`src/rtl/core/crcpc_pkg.sv`:
```
// Shared types, constants and the CRC-32C byte update for the packet header checker.
`timescale 1ns / 1ps

package crcpc_pkg;

    localparam int MAX_PAYLOAD_BYTES = 264;
    localparam int HEADER_BYTES      = 10;

    // Byte counter saturates one past the longest accepted packet.
    localparam int POS_LIMIT = HEADER_BYTES + MAX_PAYLOAD_BYTES;
    localparam int POS_W     = $clog2(POS_LIMIT + 2);
    localparam int CMP_W     = (POS_W > 10) ? POS_W : 10;

    localparam int LEN_W       = 9;
    localparam int LEN_SAT     = 511;
    localparam int TOO_LONG_LEN = (MAX_PAYLOAD_BYTES > LEN_SAT) ? LEN_SAT : MAX_PAYLOAD_BYTES;

    // Header byte offsets
    localparam int POS_HDR_TYPE = 1;
    localparam int POS_SRC_ADDR = 2;
    localparam int POS_DST_ADDR = 3;
    localparam int POS_SRC_PORT = 4;
    localparam int POS_DST_PORT = 5;
    localparam int POS_CRC_LO   = 6;
    localparam int POS_CRC_HI   = 9;

    localparam logic [1:0]  TYPE_CSP        = 2'h1;
    localparam logic [7:0]  BCAST_ADDR      = 8'd255;
    localparam logic [7:0]  DEV_HIGH_LIMIT  = 8'd254;
    localparam logic [7:0]  DPORT_HIGH_OFS  = 8'd126;
    localparam logic [8:0]  DPORT_OFS       = 9'd130;
    localparam logic [8:0]  DPORT_CSP_ADJ   = 9'd100;

    localparam logic [31:0] CRC_INIT = 32'hFFFF_FFFF;

    // Table entries of the reflected CRC-32C for single-bit byte values, bit 0 first.
    localparam logic [31:0] CRC_BIT_TAB [8] = '{
        32'hF26B_8303, 32'hE13B_70F7, 32'hC79A_971F, 32'h8AD9_58CF,
        32'h105E_C76F, 32'h20BD_8EDE, 32'h417B_1DBC, 32'h82F6_3B78
    };

    localparam int OUTQ_DEPTH = 4;
    localparam int OUTQ_PTR_W = $clog2(OUTQ_DEPTH);
    localparam int OUTQ_CNT_W = $clog2(OUTQ_DEPTH + 1);

    localparam int CFG_ADDR_W = 4;
    localparam logic [1:0] REG_DEVICE_ADDRESS  = 2'd0;
    localparam logic [1:0] REG_HUB_ADDRESS     = 2'd1;
    localparam logic [1:0] REG_EXPECTED_SPORT  = 2'd2;

    typedef enum logic [3:0] {
        ST_OK       = 4'd0,
        ST_SHORT    = 4'd1,
        ST_BCAST    = 4'd2,
        ST_DST_ADDR = 4'd3,
        ST_SRC_ADDR = 4'd4,
        ST_DST_PORT = 4'd5,
        ST_SRC_PORT = 4'd6,
        ST_CRC      = 4'd7,
        ST_TOO_LONG = 4'd8
    } status_t;

    typedef enum logic {
        KIND_PAYLOAD = 1'b0,
        KIND_STATUS  = 1'b1
    } kind_t;

    typedef struct packed {
        logic [7:0]        device_address;
        logic [7:0]        hub_address;
        logic signed [8:0] expected_source_port;
    } cfg_t;

    typedef struct packed {
        kind_t             item_kind;
        logic [7:0]        payload_byte;
        status_t           status;
        logic [LEN_W-1:0]  payload_length;
        logic              end_of_run;
    } result_t;

    typedef struct packed {
        logic [1:0] count;
        result_t    r0;
        result_t    r1;
    } push_t;

    // One byte of reflected CRC-32C: table lookup built from the eight single-bit entries.
    function automatic logic [31:0] crc32c_byte(input logic [31:0] c, input logic [7:0] b);
        logic [7:0]  x;
        logic [31:0] t;
        x = c[7:0] ^ b;
        t = '0;
        for (int j = 0; j < 8; j++) begin
            if (x[j]) begin
                t = t ^ CRC_BIT_TAB[j];
            end
        end
        return (c >> 8) ^ t;
    endfunction

endpackage

```
`src/rtl/core/crcpc_parser.sv`:
```
// Per-byte header checks, CRC update and result generation for one packet at a time.
`timescale 1ns / 1ps

module crcpc_parser
    import crcpc_pkg::*;
(
    input  logic       aclk,
    input  logic       aresetn,
    input  logic       accept,
    input  logic [7:0] data_byte,
    input  logic       last_byte,
    input  cfg_t       cfg,
    output push_t      push
);

    logic [POS_W-1:0] pos_reg, pos_next;
    logic [31:0]      crc_reg, crc_next;
    logic [31:0]      rcv_reg, rcv_next;
    status_t          fault_reg, fault_next;
    logic             csp_reg, csp_next;

    logic             full;
    logic             hit;
    status_t          code;
    logic [1:0]       crc_lane;
    logic [8:0]       dport_want;
    logic [POS_W-1:0] pay_cnt;
    logic [CMP_W-1:0] pay_cnt_ext;
    result_t          pay_res;
    result_t          stat_res;
    logic             pay_vld;

    assign full     = pos_reg >= POS_W'(POS_LIMIT);
    assign crc_lane = 2'(pos_reg - POS_W'(POS_CRC_LO));

    always_comb begin
        if (cfg.device_address >= DEV_HIGH_LIMIT) begin
            dport_want = {1'b0, cfg.device_address - DPORT_HIGH_OFS};
        end else begin
            dport_want = {1'b0, cfg.device_address} + DPORT_OFS
                         - (csp_reg ? DPORT_CSP_ADJ : 9'd0);
        end
    end

    // Header checks and state update for the byte in hand
    always_comb begin
        pos_next   = pos_reg;
        crc_next   = crc_reg;
        rcv_next   = rcv_reg;
        fault_next = fault_reg;
        csp_next   = csp_reg;
        hit        = 1'b0;
        code       = ST_OK;
        pay_vld    = 1'b0;

        if (full) begin
            pos_next = POS_W'(POS_LIMIT + 1);
        end else begin
            pos_next = pos_reg + POS_W'(1);
            if (pos_reg == POS_W'(POS_HDR_TYPE)) begin
                csp_next = (data_byte[7:6] == TYPE_CSP);
            end else if (pos_reg == POS_W'(POS_SRC_ADDR)) begin
                hit  = data_byte != cfg.device_address;
                code = ST_SRC_ADDR;
            end else if (pos_reg == POS_W'(POS_DST_ADDR)) begin
                hit  = data_byte != cfg.hub_address;
                code = (data_byte == BCAST_ADDR) ? ST_BCAST : ST_DST_ADDR;
            end else if (pos_reg == POS_W'(POS_SRC_PORT)) begin
                hit  = {1'b0, data_byte} != cfg.expected_source_port;
                code = ST_SRC_PORT;
            end else if (pos_reg == POS_W'(POS_DST_PORT)) begin
                hit  = {1'b0, data_byte} != dport_want;
                code = ST_DST_PORT;
            end else if (pos_reg >= POS_W'(POS_CRC_LO) && pos_reg <= POS_W'(POS_CRC_HI)) begin
                rcv_next = rcv_reg | (32'(data_byte) << {crc_lane, 3'b000});
            end

            // Keep the highest-ranking fault, which is the lowest code
            if (hit && (fault_reg == ST_OK || code < fault_reg)) begin
                fault_next = code;
            end

            if ((pos_reg >= POS_W'(POS_SRC_ADDR) && pos_reg <= POS_W'(POS_DST_PORT))
                || pos_reg >= POS_W'(HEADER_BYTES)) begin
                crc_next = crc32c_byte(crc_reg, data_byte);
            end

            pay_vld = pos_reg >= POS_W'(HEADER_BYTES);
        end
    end

    assign pay_cnt     = pos_next - POS_W'(HEADER_BYTES);
    assign pay_cnt_ext = CMP_W'(pay_cnt);

    always_comb begin
        pay_res                = '0;
        pay_res.item_kind      = KIND_PAYLOAD;
        pay_res.payload_byte   = data_byte;
        pay_res.status         = ST_OK;

        stat_res               = '0;
        stat_res.item_kind     = KIND_STATUS;
        stat_res.end_of_run    = 1'b1;
        if (pos_next > POS_W'(POS_LIMIT)) begin
            stat_res.status         = ST_TOO_LONG;
            stat_res.payload_length = LEN_W'(TOO_LONG_LEN);
        end else if (pos_next < POS_W'(HEADER_BYTES)) begin
            stat_res.status         = ST_SHORT;
            stat_res.payload_length = '0;
        end else begin
            stat_res.payload_length = (pay_cnt_ext > CMP_W'(LEN_SAT)) ? LEN_W'(LEN_SAT)
                                                                      : pay_cnt_ext[LEN_W-1:0];
            if (fault_next != ST_OK) begin
                stat_res.status = fault_next;
            end else if ((crc_next ^ CRC_INIT) != rcv_next) begin
                stat_res.status = ST_CRC;
            end else begin
                stat_res.status = ST_OK;
            end
        end
    end

    // Payload item goes first, the status item after it
    always_comb begin
        push.count = 2'd0;
        push.r0    = pay_vld ? pay_res : stat_res;
        push.r1    = stat_res;
        if (accept) begin
            push.count = 2'(pay_vld) + 2'(last_byte);
        end
    end

    always_ff @(posedge aclk) begin
        if (!aresetn) begin
            pos_reg   <= '0;
            crc_reg   <= CRC_INIT;
            rcv_reg   <= '0;
            fault_reg <= ST_OK;
            csp_reg   <= 1'b0;
        end else if (accept) begin
            if (last_byte) begin
                pos_reg   <= '0;
                crc_reg   <= CRC_INIT;
                rcv_reg   <= '0;
                fault_reg <= ST_OK;
                csp_reg   <= 1'b0;
            end else begin
                pos_reg   <= pos_next;
                crc_reg   <= crc_next;
                rcv_reg   <= rcv_next;
                fault_reg <= fault_next;
                csp_reg   <= csp_next;
            end
        end
    end

    a_clear_after_last: assert property (@(posedge aclk) disable iff (!aresetn)
        accept && last_byte |=> pos_reg == '0 && fault_reg == ST_OK && crc_reg == CRC_INIT)
        else $error("packet state not cleared after last item");

    a_pos_bound: assert property (@(posedge aclk) disable iff (!aresetn)
        pos_reg <= POS_W'(POS_LIMIT + 1))
        else $error("byte position beyond saturation");

    a_status_on_last: assert property (@(posedge aclk) disable iff (!aresetn)
        accept && last_byte |-> push.count != 2'd0)
        else $error("last item produced no status");

    a_payload_in_body: assert property (@(posedge aclk) disable iff (!aresetn)
        accept && pos_reg < POS_W'(HEADER_BYTES) |-> push.count == 2'(last_byte))
        else $error("header item forwarded as payload");

endmodule

```
`config.mk`:
```
export PLATFORM = sky130hd
export DESIGN_NAME = crcpc_parser
export DESIGN_NICKNAME = d
export VERILOG_FILES = /design/src/rtl/core/crcpc_pkg.sv /design/src/rtl/core/crcpc_parser.sv
export SDC_FILE = /design/constraint.sdc
export NUM_CORES = 1
export LEC_CHECK = 0
export ABC_AREA = 1
export BUFFER_PORTS_ARGS = -buffer_cell sky130_fd_sc_hd__buf_2
export CORE_MARGIN = 3
export CORE_UTILIZATION = 61
export DETAILED_ROUTE_END_ITERATION = 7
export PLACE_DENSITY = 0.83
export SYNTH_ARGS = -nofsm -noshare
export SYNTH_HDL_FRONTEND = slang
export SYNTH_SLANG_ARGS = --single-unit
export TNS_END_PERCENT = 5
```
`constraint.sdc`:
```
create_clock -name aclk -period 4.39 [get_ports aclk]
set_clock_uncertainty 0.15 [all_clocks]
set_input_delay 0.439 -clock aclk [delete_from_list [all_inputs] [get_ports aclk]]
set_output_delay 0.439 -clock aclk [all_outputs]
set_load 0.05 [all_outputs]
```
# Word-level counts from Yosys, hierarchy flattened
# Index checks and enable logic that the tools add are counted.
# totals
regBits	78
input_bits	37
out_inout_bits	48
word_cells	123
# classes
add_sub_neg	7
n_lt_le_gt_ge	11
eq_ne	13
shift	1
muxes	66
bitwise	11
n_reduce_logical	9
# ops
operator	count
32-bit 2-to-1 mux	32
17-bit inverter	5
19-bit inverter	2
9-bit 2-to-1 mux	4
32-bit != test	1
32-bit inverter	1
32-bit OR	1
8-bit by 5-bit left shift with 32-bit output	1
24-bit by 32-bit XOR with 32-bit output	1
31-bit 2-to-1 mux	1
30-bit 2-to-1 mux	1
29-bit 2-to-1 mux	1
13-bit 2-to-1 mux	2
23-bit 2-to-1 mux	1
4-bit 2-to-1 mux	5
9-bit by 2-bit equality test with 1-bit output, second input constant	2
9-bit by 3-bit equality test with 1-bit output, second input constant	2
9-bit greater-than comparator, second input constant	2
3-bit 2-to-1 mux	6
8-bit by 9-bit != test with 1-bit output	2
8-bit != test	2
1-bit 2-to-1 mux	11
8-bit by 8-bit adder with 9-bit output, second input constant	1
9-bit by 1-bit adder with 9-bit output, second input constant	1
27 further kinds	30

# Longest topological paths before layout
# Gate-level depths: netlist (run 1).
# logic_depth
depth_word	43
mapped_depth	27
mapped_depth_nobuf	25

# Least setup slack after synthesis (run 1)
# No wires, ideal clock.
# synth_timing
kind	reg-to-output
startpoint	reg pos_reg[0]
endpoint	out push[28] in the netlist's numbering
arrival_time_ns	3.567
required_ns	3.801
slack_ns	0.234
path_stages_with_launch	14
n_path_buf	3
cell_sequence	dfxtp_1 > inv_2 > clkbuf_1 > ha_1 > nor2_1 > nand2_1 > nand2_1 > nand2_1 > nand2_4 > nand2_4 > clkbuf_1 > inv_1 > clkbuf_1 > nor3_1
# synth_rtl
element	line	rtl
start: declaration	crcpc_parser.sv:16	logic [POS_W-1:0] pos_reg, pos_next;
start signal: assignment	crcpc_parser.sv:148	pos_reg <= pos_next;
end: declaration	crcpc_parser.sv:13	output push_t push

==> flow_metrics.py, run 1 <==
metrics = {
    "outcome": {
        "status": "finished, final reports clean",
    },
    "cts": {
        "htree_levels": 3,
        "clock-sinks": 78,
        "clk_pin_slew_ns": 0.07,
        "cts_tree": "built",
        "postCtsSetupBuffers": 0,
        "cts-root-to-sink-buffers": 2,
        "cts-root-buf": "clkbuf_16",
        "clk_latency_ns": 0.36,
        "hold_buffers": 0,
        "numCtsBuffers": 9,
    },
    "worst_setup_path": {
        "endpoint_kind": "output port",
        "slowest_delay_ns": 0.41,
        "cp.required_ns": 3.80,
        "cp.arrival_ns": 3.56,
        "start_kind": "register",
        "worst-path-buf-inv": 5,
        "cp_slowest_cell": "dfxtp_4",
        "path_delay_family": "simple AND/OR/NAND/NOR gates",
        "worstSetupPathType": "reg -> out",
        "path_max_fanout": 24,
        "path_cells": "inv_4 > ha_2 > inv_1 > nor2_2 > nand2_1 > nor2_4 > inv_2 > nand2_1 > nand2_2 > nand2_8 > inv_4 > nand2_1 > nand2_1 > xor2_1 > nor2_1 > nand3_1 > nor2_1 > nand3_2 > nand2_2 > nand2_1 > nand2_1 > nor2_1 > buf_2",
        "cpMostUsedCell": "nand2_1",
    },
    "power": {
        "leakagePower_nw": 4.41,
        "swShare": 0.374,
        "peakVddDrop_uv": 351,
        "p_int_mw": 1.38,
        "comb_power_share": 0.300,
        "switchingPower_mw": 0.828,
        "pwr-share-clk": 0.363,
        "sequentialPowerShare": 0.338,
        "cellPowerDensity_mw_per_mm2": 262,
    },
    "finish": {
        "nFillCells": 1178,
        "fin_util": 0.691,
        "n_antenna_cell": 0,
        "stdcell_count": 1535,
        "areaGrowthSynthToFinish_pct": 9.12,
        "layout.nets": 1420,
        "drive_gt1_frac": 0.130,
    },
    "min_path": {
        "holdCritPathClass": "reg -> reg",
    },
    "die": {
        "core_area_sq_mm": 0.0122,
        "start_util": 0.634,
        "dieWidth_um": 119,
        "dieArea_sq_mm": 0.0141,
        "io_pins": 85,
        "rows": 40,
        "die_h_um": 119,
    },
    "synthesis": {
        "synth_seq_cells": 78,
        "avgSynthCellArea_sq_um": 5.85,
        "synth_compound_area_frac": 0.139,
        "netlist_area_sq_mm": 0.00774,
        "yosys_warnings": 0,
        "synthAdderAreaFrac": 0.0340,
        "synth_edf_count": 0,
        "synthMuxAreaShare": 0,
        "synth_top_area_frac": 0.217,
        "synth_xor_area_frac": 0.0736,
        "yosysUniqueCellTypes": 49,
        "async_reset_ff_frac": 0,
        "yosys.area_share.simple": 0.432,
        "netlist_top_cells_area": "nand2_1 (22%), dfxtp_1 (20%), nand3_1 (8.2%), inv_1 (5.8%), nor2_1 (5.0%)",
        "synth_top_area_cell": "nand2_1",
        "synth_top_family_by_area": "simple AND/OR/NAND/NOR gates",
        "synthCells": 1323,
        "synth_ff_type": "dfxtp_1",
        "synth_seq_area_share": 0.202,
    },
    "grt": {
        "antenna_found_initial": 0,
        "grt_pass1_wl_um": 40800,
        "busiest_layer": "met2",
        "grt_util_met3": 0.0933,
        "globalRouteOverflowTotal": 0,
        "groute.usage.overall": 0.357,
        "grt_start_max_net_pins": 64,
        "grtUsageMet1": 0.478,
        "use_met2": 0.558,
        "grt_pass1_vias": 7930,
    },
    "route": {
        "viasPerCell": 5.84,
        "initialDrtViolationCount": 1137,
        "ant_nets": 0,
        "drc": 0,
        "num_vias": 8958,
        "wl_per_cell_um": 16.7,
        "drt_first_pass_iters": 7,
        "routed_wl_um": 25600,
    },
    "placement": {
        "placed_cells": 1518,
        "place_hpwl_um": 18600,
        "place_congestion": 0.969,
        "numPortBuffers": 72,
    },
    "timing": {
        "period_needed_ns": 4.15,
        "setup_viol": 0,
        "maxSlewHeadroom": 0.560,
        "fin_crit_sh": 0.945,
        "hold_violations": 0,
        "setup_tns_ns": 0,
        "final_max_slew_viol_count": 0,
        "max_freq_mhz": 241,
        "tightest_slew_ns": 0.657,
    },
    "job": {
        "max_cap_violations": 0,
    },
}
-- final timing paths --
kind / from / end / slack, ns / depth (start not counted)
min: rcv_reg[10]$_SDFFE_PN0P_ / rcv_reg[10]$_SDFFE_PN0P_ / 0.31 / 2
max reg2reg: csp_reg$_SDFFE_PN0P_ / fault_reg[2]$_SDFFE_PN0P_ / 1.44 / 21
min reg2reg: rcv_reg[10]$_SDFFE_PN0P_ / rcv_reg[10]$_SDFFE_PN0P_ / 0.31 / 2
max: pos_reg[1]$_SDFFE_PN0P_ / push[34] / 0.24 / 23
-- cells by family after synthesis --
group           after synthesis
compound gates              180
xor+xnor                     65
simple gates                769
buf+inv                     208
fa+ha+maj                    21
flops                        78
other cells                   2
-- cells in the mapped netlist, drive strengths merged, types with 2 or more instances --
master and number:
inv 140, dfxtp 78, nand3 130, conb 2, o211ai 20, and2 2, buf 34, or2 6
clkinv 3, a31o 2, ha 21, o22ai 4, clkbuf 31, nand2 465, nor3 21, nand3b 7
a211oi 26, o21ai 52, xor2 39, xnor2 26, nor4 2, nand4 16, a31oi 4, a21oi 62
nor2 117, o21bai 7
-- final cells by class --
class / count / area [sq um] / area share
timing repair buffer: 83 / 478 / 0.0566
inverter: 143 / 546 / 0.0646
sequential: 78 / 1570 / 0.185
clock buffer: 9 / 225 / 0.0267
clock inverter: 7 / 80.1 / 0.00948
tap: 168 / 210 / 0.0249
multi-input combinational: 1047 / 5340 / 0.632
-- layout by cell type, fill, tap and decap left out, types with 5 or more instances in the layout --
| master | count |
|---|---|
| nand2_1 | 446 |
| nand3_1 | 125 |
| inv_1 | 119 |
| nor2_1 | 101 |
| dfxtp_1 | 77 |
| buf_2 | 70 |
| a21oi_1 | 61 |
| o21ai_0 | 42 |
| xor2_1 | 39 |
| a211oi_1 | 26 |
| xnor2_1 | 25 |
| o211ai_1 | 20 |
| ha_1 | 20 |
| nor3_1 | 18 |
| inv_2 | 17 |
| nand4_1 | 16 |
| nand2_2 | 16 |
| conb_1 | 12 |
| clkbuf_16 | 10 |
| buf_4 | 10 |
| nor2_2 | 8 |
| nor2_4 | 8 |
| o21bai_1 | 7 |
| nand3b_1 | 7 |
| o21ai_2 | 6 |
| nand3_2 | 5 |
-- timing repair --
action | in CTS | in global routing
resized for setup | 1 | 14
cloned | 0 | 1
endpoints found under the setup margin | 6 | 6
-- power by group through the flow --
stage / clock (mW) / sequential [mW] / combinational [mW]
after detailed placement: 0 / 0.761 / 0.631
after global routing: 0.827 / 0.748 / 0.728
after CTS: 0.798 / 0.745 / 0.636
final: 0.801 / 0.746 / 0.663
after global placement: 0 / 0.761 / 0.623
after floorplan: 0 / 0.755 / 0.494
-- per-stage QoR --
step	area (sq um)	worst slack, ns	hold WS [ns]	total power, mW
4_1_cts	8370	0.0249	0.315	2.18
5_1_grt	8440	-0.0145	0.346	2.30
3_3_place_gp	8060	0.379	0.302	1.38
2_1_floorplan	7770	0.234	0.288	1.25
6_report	8440	0.241	0.314	2.21
3_5_place_dp	8060	0.293	0.305	1.39
-- layer usage --
| layer | routed length (um) | up-vias | part of all wire |
|---|---|---|---|
| met3 | 2990 | 70 | 0.12 |
| met2 | 11400 | 579 | 0.44 |
| met5 | 0 | - | 0 |
| met1 | 10500 | 3975 | 0.41 |
| li1 | - | 4334 | - |
| met4 | 717 | 0 | 0.028 |
-- worst reg2reg max path, cell delays in order, from the launching register on --
cell	delay, ns
dfxtp_1	0.32
inv_1	0.08
ha_1	0.34
inv_1	0.05
ha_1	0.23
o21ai_0	0.25
nand3_1	0.13
nand2_1	0.09
nand2_1	0.05
nand3_1	0.11
nand2_1	0.06
nand2_1	0.05
nand2_1	0.05
nand3_1	0.10
nand2_1	0.09
nand2_2	0.13
nand3_2	0.12
nand2_1	0.10
and2_1	0.14
o22ai_1	0.06
inv_1	0.08
nor2_1	0.03
Power figures use the tool's default switching activity.
==> run 2, diff against run 1 <==
--- a/config.mk
+++ b/config.mk
@@ -8,9 +8,9 @@
 export ABC_AREA = 1
 export BUFFER_PORTS_ARGS = -buffer_cell sky130_fd_sc_hd__buf_2
 export CORE_MARGIN = 3
-export CORE_UTILIZATION = 61
+export CORE_UTILIZATION = 30
+export CTS_BUF_LIST = sky130_fd_sc_hd__clkbuf_4
 export DETAILED_ROUTE_END_ITERATION = 7
-export PLACE_DENSITY = 0.83
 export SYNTH_ARGS = -nofsm -noshare
 export SYNTH_HDL_FRONTEND = slang
 export SYNTH_SLANG_ARGS = --single-unit
==> run 2 against run 1 <==
  * Worst setup slack gained 0.0058 ns
  * Hold slack lost 0.13 ns
  * Non-clock buffer count grew 7
  * Register-to-register slack gained 0.12 ns
  * Die area grew 97%
  * Largest cell class unchanged
  * Critical endpoint is now push[11]
  * Clock power shrank 32%
  * Highest routed layer unchanged
==> flow_metrics.py, run 2 (synthesis results as in run 1) <==
metrics = {
    "cts": {
        "cts_tree": "built",
        "cts-root-to-sink-buffers": 2,
        "hold_buffers": 0,
        "clk_latency_ns": 0.50,
        "cts-root-buf": "clkbuf_4",
        "clock-sinks": 78,
        "htree_levels": 3,
        "numCtsBuffers": 9,
        "clk_pin_slew_ns": 0.16,
    },
    "power": {
        "peakVddDrop_uv": 103,
        "cellPowerDensity_mw_per_mm2": 227,
        "leakagePower_nw": 4.40,
    },
    "die": {
        "dieWidth_um": 167,
        "rows": 58,
        "dieArea_sq_mm": 0.0278,
        "start_util": 0.306,
        "core_area_sq_mm": 0.0253,
        "io_pins": 85,
        "die_h_um": 167,
    },
    "worst_setup_path": {
        "endpoint_kind": "output port",
        "cp_slowest_cell": "dfxtp_4",
        "cp.arrival_ns": 3.55,
        "cp.required_ns": 3.80,
        "path_delay_family": "simple AND/OR/NAND/NOR gates",
        "path_max_fanout": 11,
        "worst-path-buf-inv": 6,
        "start_kind": "register",
        "path_cells": "inv_6 > ha_2 > inv_1 > nor2_2 > nand2_1 > nor2_4 > inv_2 > nand2_1 > nand2_4 > nand2_8 > buf_6 > nand3_1 > nand3_1 > nand3_1 > nor2_1 > nand3_1 > nor2_2 > nand3_2 > nand2_2 > nand2_1 > nand2_1 > inv_1 > buf_4",
        "worstSetupPathType": "reg -> out",
        "slowest_delay_ns": 0.41,
    },
    "placement": {
        "place_hpwl_um": 20500,
        "numPortBuffers": 72,
        "placed_cells": 1685,
        "place_area_sq_mm": 0.00829,
        "place_congestion": 0.946,
    },
    "timing": {
        "final_max_slew_viol_count": 0,
        "tightest_slew_ns": 0.935,
        "maxSlewHeadroom": 0.376,
        "max_freq_mhz": 241,
        "period_needed_ns": 4.14,
        "setup_viol": 0,
        "hold_violations": 0,
        "fin_crit_sh": 0.944,
    },
    "finish": {
        "stdcell_count": 1706,
        "layout.nets": 1428,
        "layout_common_cells": "nand2_1 (444), nand3_1 (124), inv_1 (118)",
        "nFillCells": 2790,
        "fin_area_sq_mm": 0.00867,
        "final_common_cell": "nand2_1",
        "areaGrowthSynthToFinish_pct": 12.1,
        "drive_gt1_frac": 0.151,
    },
    "route": {
        "initialDrtViolationCount": 787,
        "ant_nets": 0,
        "viasPerCell": 5.14,
        "drt_first_pass_iters": 5,
        "wl_per_cell_um": 16.1,
        "routed_wl_um": 27500,
        "drc": 0,
        "num_vias": 8761,
    },
    "grt": {
        "grt_pass1_vias": 8117,
        "grt_start_max_net_pins": 64,
        "antenna_found_initial": 1,
        "globalRouteOverflowTotal": 0,
        "groute.usage.overall": 0.191,
        "grt_pass1_wl_um": 43000,
    },
    "outcome": {
        "status": "finished, final reports clean",
    },
    "min_path": {
        "holdCritPathClass": "in -> reg",
    },
    "job": {
        "max_cap_violations": 0,
    },
}
## run 2: cell count changes in the layout (fill, tap and decap cells not counted), moves of 4 or more
cell / change
buf_2: -4
nor2_2: +6
buf_6: +4
buf_4: +9
clkbuf_16: -10
dfxtp_1: -5
dfxtp_2: +5
clkbuf_4: +9
nor2_1: -5
ha_1: -4
## run 2: worst reg2reg max path, stage by stage (launching register included)
cell	delay, ns
dfxtp_2	0.37
inv_2	0.07
ha_1	0.30
ha_1	0.30
nand2_1	0.06
inv_1	0.10
nand3_1	0.11
nand4_1	0.11
nand3_1	0.08
nand2_1	0.07
nand2_1	0.04
nor2_1	0.12
nand3_2	0.11
nand2_2	0.10
nand2_2	0.09
nand3_2	0.10
nand2_1	0.07
and2_1	0.15
o22ai_1	0.11
inv_1	0.06
nor2_1	0.08
## run 2: per-layer routing
layer,GRT usage,up-vias,wire length [um]
met5,0,-,0
met4,0.0653,0,853
met3,0.0373,57,2110
met2,0.306,369,12400
met1,0.259,3992,12100
li1,-,4343,-
## run 2: per-stage QoR
stage          hold slack, ns  setup WS [ns]   util  setup TNS, ns  power (mW)
2_1_floorplan           0.288          0.234      -              0        1.25
3_3_place_gp            0.300          0.522  0.328              0        1.40
3_5_place_dp            0.305          0.510  0.328              0        1.40
4_1_cts                 0.167        0.00344  0.335              0        1.95
5_1_grt                 0.185        -0.0518  0.343         -0.251        2.09
6_report                0.182          0.247  0.343              0        1.97
## run 2: layout make-up
type | count | area, sq um | area share
clock buffers | 10 | 75.1 | 0.00866
diodes | 1 | 2.50 | 0.000289
repair buffers | 90 | 538 | 0.0620
flip-flops and latches | 78 | 1570 | 0.181
well taps | 330 | 413 | 0.0476
multi-input cells | 1048 | 5440 | 0.627
inverters | 143 | 551 | 0.0635
clock inverters | 6 | 85.1 | 0.00981
## run 2: final timing paths
kind | start | to | slack (ns) | cells after the start
worst max-delay path | pos_reg[1]$_SDFFE_PN0P_ | push[11] | 0.25 | 23
worst min-delay path | data_byte[6] | csp_reg$_SDFFE_PN0P_ | 0.18 | 3
worst max register to register | csp_reg$_SDFFE_PN0P_ | fault_reg[2]$_SDFFE_PN0P_ | 1.56 | 20
worst min register to register | fault_reg[1]$_SDFFE_PN0P_ | fault_reg[1]$_SDFFE_PN0P_ | 0.33 | 2
## run 2: power by group
part	internal (mW)	switching (mW)
Clock	0.236	0.308
Combinational	0.219	0.459
Sequential	0.727	0.0197
## run 2: what timing repair did
item | CTS | global route
cloned | 0 | 1
gates resized for setup | 2 | 57
buffers inserted | 0 | 3
endpoints found under the hold margin | 0 | 0
endpoints found under the setup margin | 6 | 8
pin swaps | 0 | 3
==> run 3, diff against run 2 <==
--- a/config.mk
+++ b/config.mk
@@ -11,6 +11,7 @@
 export CORE_UTILIZATION = 30
 export CTS_BUF_LIST = sky130_fd_sc_hd__clkbuf_4
 export DETAILED_ROUTE_END_ITERATION = 7
+export PLACE_DENSITY_LB_ADDON = 0.2
 export SYNTH_ARGS = -nofsm -noshare
 export SYNTH_HDL_FRONTEND = slang
 export SYNTH_SLANG_ARGS = --single-unit
==> run 3 against run 2 <==
  * Global-route usage grew 1.1 points
  * Critical path depth unchanged
  * Core utilization rose by 0.13 points
  * Wire length rose by 6.7%
  * Design area is 0.38% higher
  * Non-clock buffer count up 10
  * Register-to-register slack got worse by 0.13 ns
  * Sequential share of layout area decreased by 0.082 points
  * Combinational power up 0.6%
  * Critical endpoint is now push[35]
  * Largest power group unchanged
==> flow_metrics.py, run 3 (synthesis results as in run 1) <==
metrics = {
    "finish": {
        "layout_common_cells": "nand2_1 (447), nand3_1 (124), inv_1 (118)",
        "multi_input_area_sq_mm": 0.00539,
        "drive_gt1_frac": 0.149,
        "stdcell_count": 1716,
        "final_common_cell": "nand2_1",
        "regArea_sq_mm": 0.00157,
        "layout.nets": 1438,
        "fin_area_sq_mm": 0.00870,
        "areaGrowthSynthToFinish_pct": 12.5,
        "nFillCells": 2850,
    },
    "timing": {
        "maxSlewHeadroom": 0.232,
        "final_max_slew_viol_count": 0,
        "setup_viol": 0,
        "fin_crit_sh": 0.959,
        "hold_violations": 0,
        "period_needed_ns": 4.21,
        "tightest_slew_ns": 1.15,
        "rsz0062_at_grt": "true",
        "whs_ns": 0.191,
        "setup_tns_ns": 0,
        "max_freq_mhz": 238,
    },
    "worst_setup_path": {
        "cp.arrival_ns": 3.62,
        "worstSetupPathType": "reg -> out",
        "path_max_fanout": 14,
        "worst-path-buf-inv": 6,
        "cp_slowest_cell": "dfxtp_4",
        "cp.required_ns": 3.80,
        "r2r_cells": 21,
        "start_kind": "register",
        "path_cells": "inv_4 > ha_1 > inv_1 > nor2_4 > nand2_1 > nor2_4 > inv_2 > nand2_1 > nand2_4 > nand2_8 > buf_4 > clkbuf_16 > o21ai_1 > xnor2_1 > nor2_1 > nand3_1 > nor2_2 > nand3_2 > nand2_1 > nand2_1 > nand2_1 > nor2_1 > buf_4",
        "slowest_delay_ns": 0.43,
        "reg2reg_slack_ns": 1.43,
        "endpoint_kind": "output port",
        "cpMostUsedCell": "nand2_1",
        "regToRegStartpoint": "csp_reg$_SDFFE_PN0P_",
        "reg2reg_to": "fault_reg[2]$_SDFFE_PN0P_",
        "path_delay_family": "simple AND/OR/NAND/NOR gates",
    },
    "placement": {
        "place_hpwl_um": 21700,
        "numPortBuffers": 72,
        "place_congestion": 0.844,
        "place_area_sq_mm": 0.00835,
        "placed_cells": 1691,
    },
    "route": {
        "drt_first_pass_iters": 5,
        "initialDrtViolationCount": 812,
        "num_vias": 8667,
        "viasPerCell": 5.05,
        "routed_wl_um": 29300,
        "ant_nets": 0,
        "wl_per_cell_um": 17.1,
        "drc": 0,
    },
    "min_path": {
        "hp-start": "data_byte[6]",
        "hold_end": "csp_reg$_SDFFE_PN0P_",
        "holdCritPathClass": "in -> reg",
        "holdPathStages": 3,
    },
    "cts": {
        "cts-root-to-sink-buffers": 2,
        "numCtsBuffers": 9,
        "clock-sinks": 78,
        "clk_latency_ns": 0.50,
        "clk_pin_slew_ns": 0.17,
        "htree_levels": 3,
        "cts_tree": "built",
        "cts-root-buf": "clkbuf_4",
    },
    "die": {
        "dieWidth_um": 167,
        "io_pins": 85,
        "core_area_sq_mm": 0.0253,
        "dieArea_sq_mm": 0.0278,
        "start_util": 0.306,
        "die_h_um": 167,
        "rows": 58,
    },
    "grt": {
        "grt_start_max_net_pins": 64,
        "groute.usage.overall": 0.202,
        "grt_pass1_wl_um": 44800,
        "antenna_found_initial": 1,
        "grt_pass1_vias": 8033,
        "globalRouteOverflowTotal": 0,
    },
    "power": {
        "fin_total_pwr_mw": 1.97,
        "peakVddDrop_uv": 124,
        "leakagePower_nw": 4.46,
        "cellPowerDensity_mw_per_mm2": 227,
    },
    "job": {
        "max_cap_violations": 0,
    },
    "outcome": {
        "status": "finished, final reports clean",
    },
}
[run 3: where the power goes]
group / total, mW / switching [mW] / leakage, nW / internal (mW)
registers: 0.745 / 0.0182 / 0.638 / 0.726
logic: 0.681 / 0.464 / 3.74 / 0.217
clock network: 0.549 / 0.305 / 0.0833 / 0.244
total: 1.97 / 0.787 / 4.46 / 1.19
[run 3: stage by stage]
| stage | setup slack [ns] | util |
|---|---|---|
| 3_3_place_gp | 0.340 | 0.330 |
| 5_1_grt | -0.0119 | 0.345 |
| 2_1_floorplan | 0.234 | - |
| 3_5_place_dp | 0.387 | 0.330 |
| 6_report | 0.182 | 0.345 |
| 4_1_cts | 0.00414 | 0.338 |
[run 3: worst reg2reg max path: cells and delay by family (launching register included)]
| kind | cells | cell delay (ns) |
|---|---|---|
| simple gates | 15 | 1.27 |
| fa+ha+maj | 2 | 0.68 |
| flops | 1 | 0.37 |
| buf+inv | 3 | 0.25 |
| compound gates | 1 | 0.07 |
[run 3: how the worst max path moves through the flow]
stage                                  from  endpoint  cells after the start
CTS                 pos_reg[1]$_SDFFE_PN0P_  push[34]                     24
detailed placement  pos_reg[1]$_SDFFE_PN0P_  push[34]                     20
global route        pos_reg[1]$_SDFFE_PN0P_  push[33]                     23
floorplan           pos_reg[0]$_SDFFE_PN0P_  push[28]                     13
global placement    pos_reg[1]$_SDFFE_PN0P_  push[34]                     20
finish              pos_reg[1]$_SDFFE_PN0P_  push[35]                     23
[run 3: metal layers]
metal / wire length (um) / track usage
met1: 13600 / 0.278
met2: 13400 / 0.332
met3: 1820 / 0.0337
met4: 532 / 0.0459
met5: 0 / 0
[run 3: final cells by class]
cell class | instances | share of cell area
multi-input combinational | 1048 | 0.619
sequential | 78 | 0.180
timing repair buffer | 100 | 0.0703
inverter | 143 | 0.0630
tap | 330 | 0.0474
clock inverter | 5 | 0.00963
clock buffer | 11 | 0.00949
antenna | 1 | 0.000288
[run 3: timing repair]
action,4_1_cts,5_1_grt
buffers inserted,0,6
pin swaps,0,3
endpoints found under the hold margin,0,0
gates cloned,0,2
resized for setup,5,28
setup endpoints to repair,6,9
hold buffers,0,0
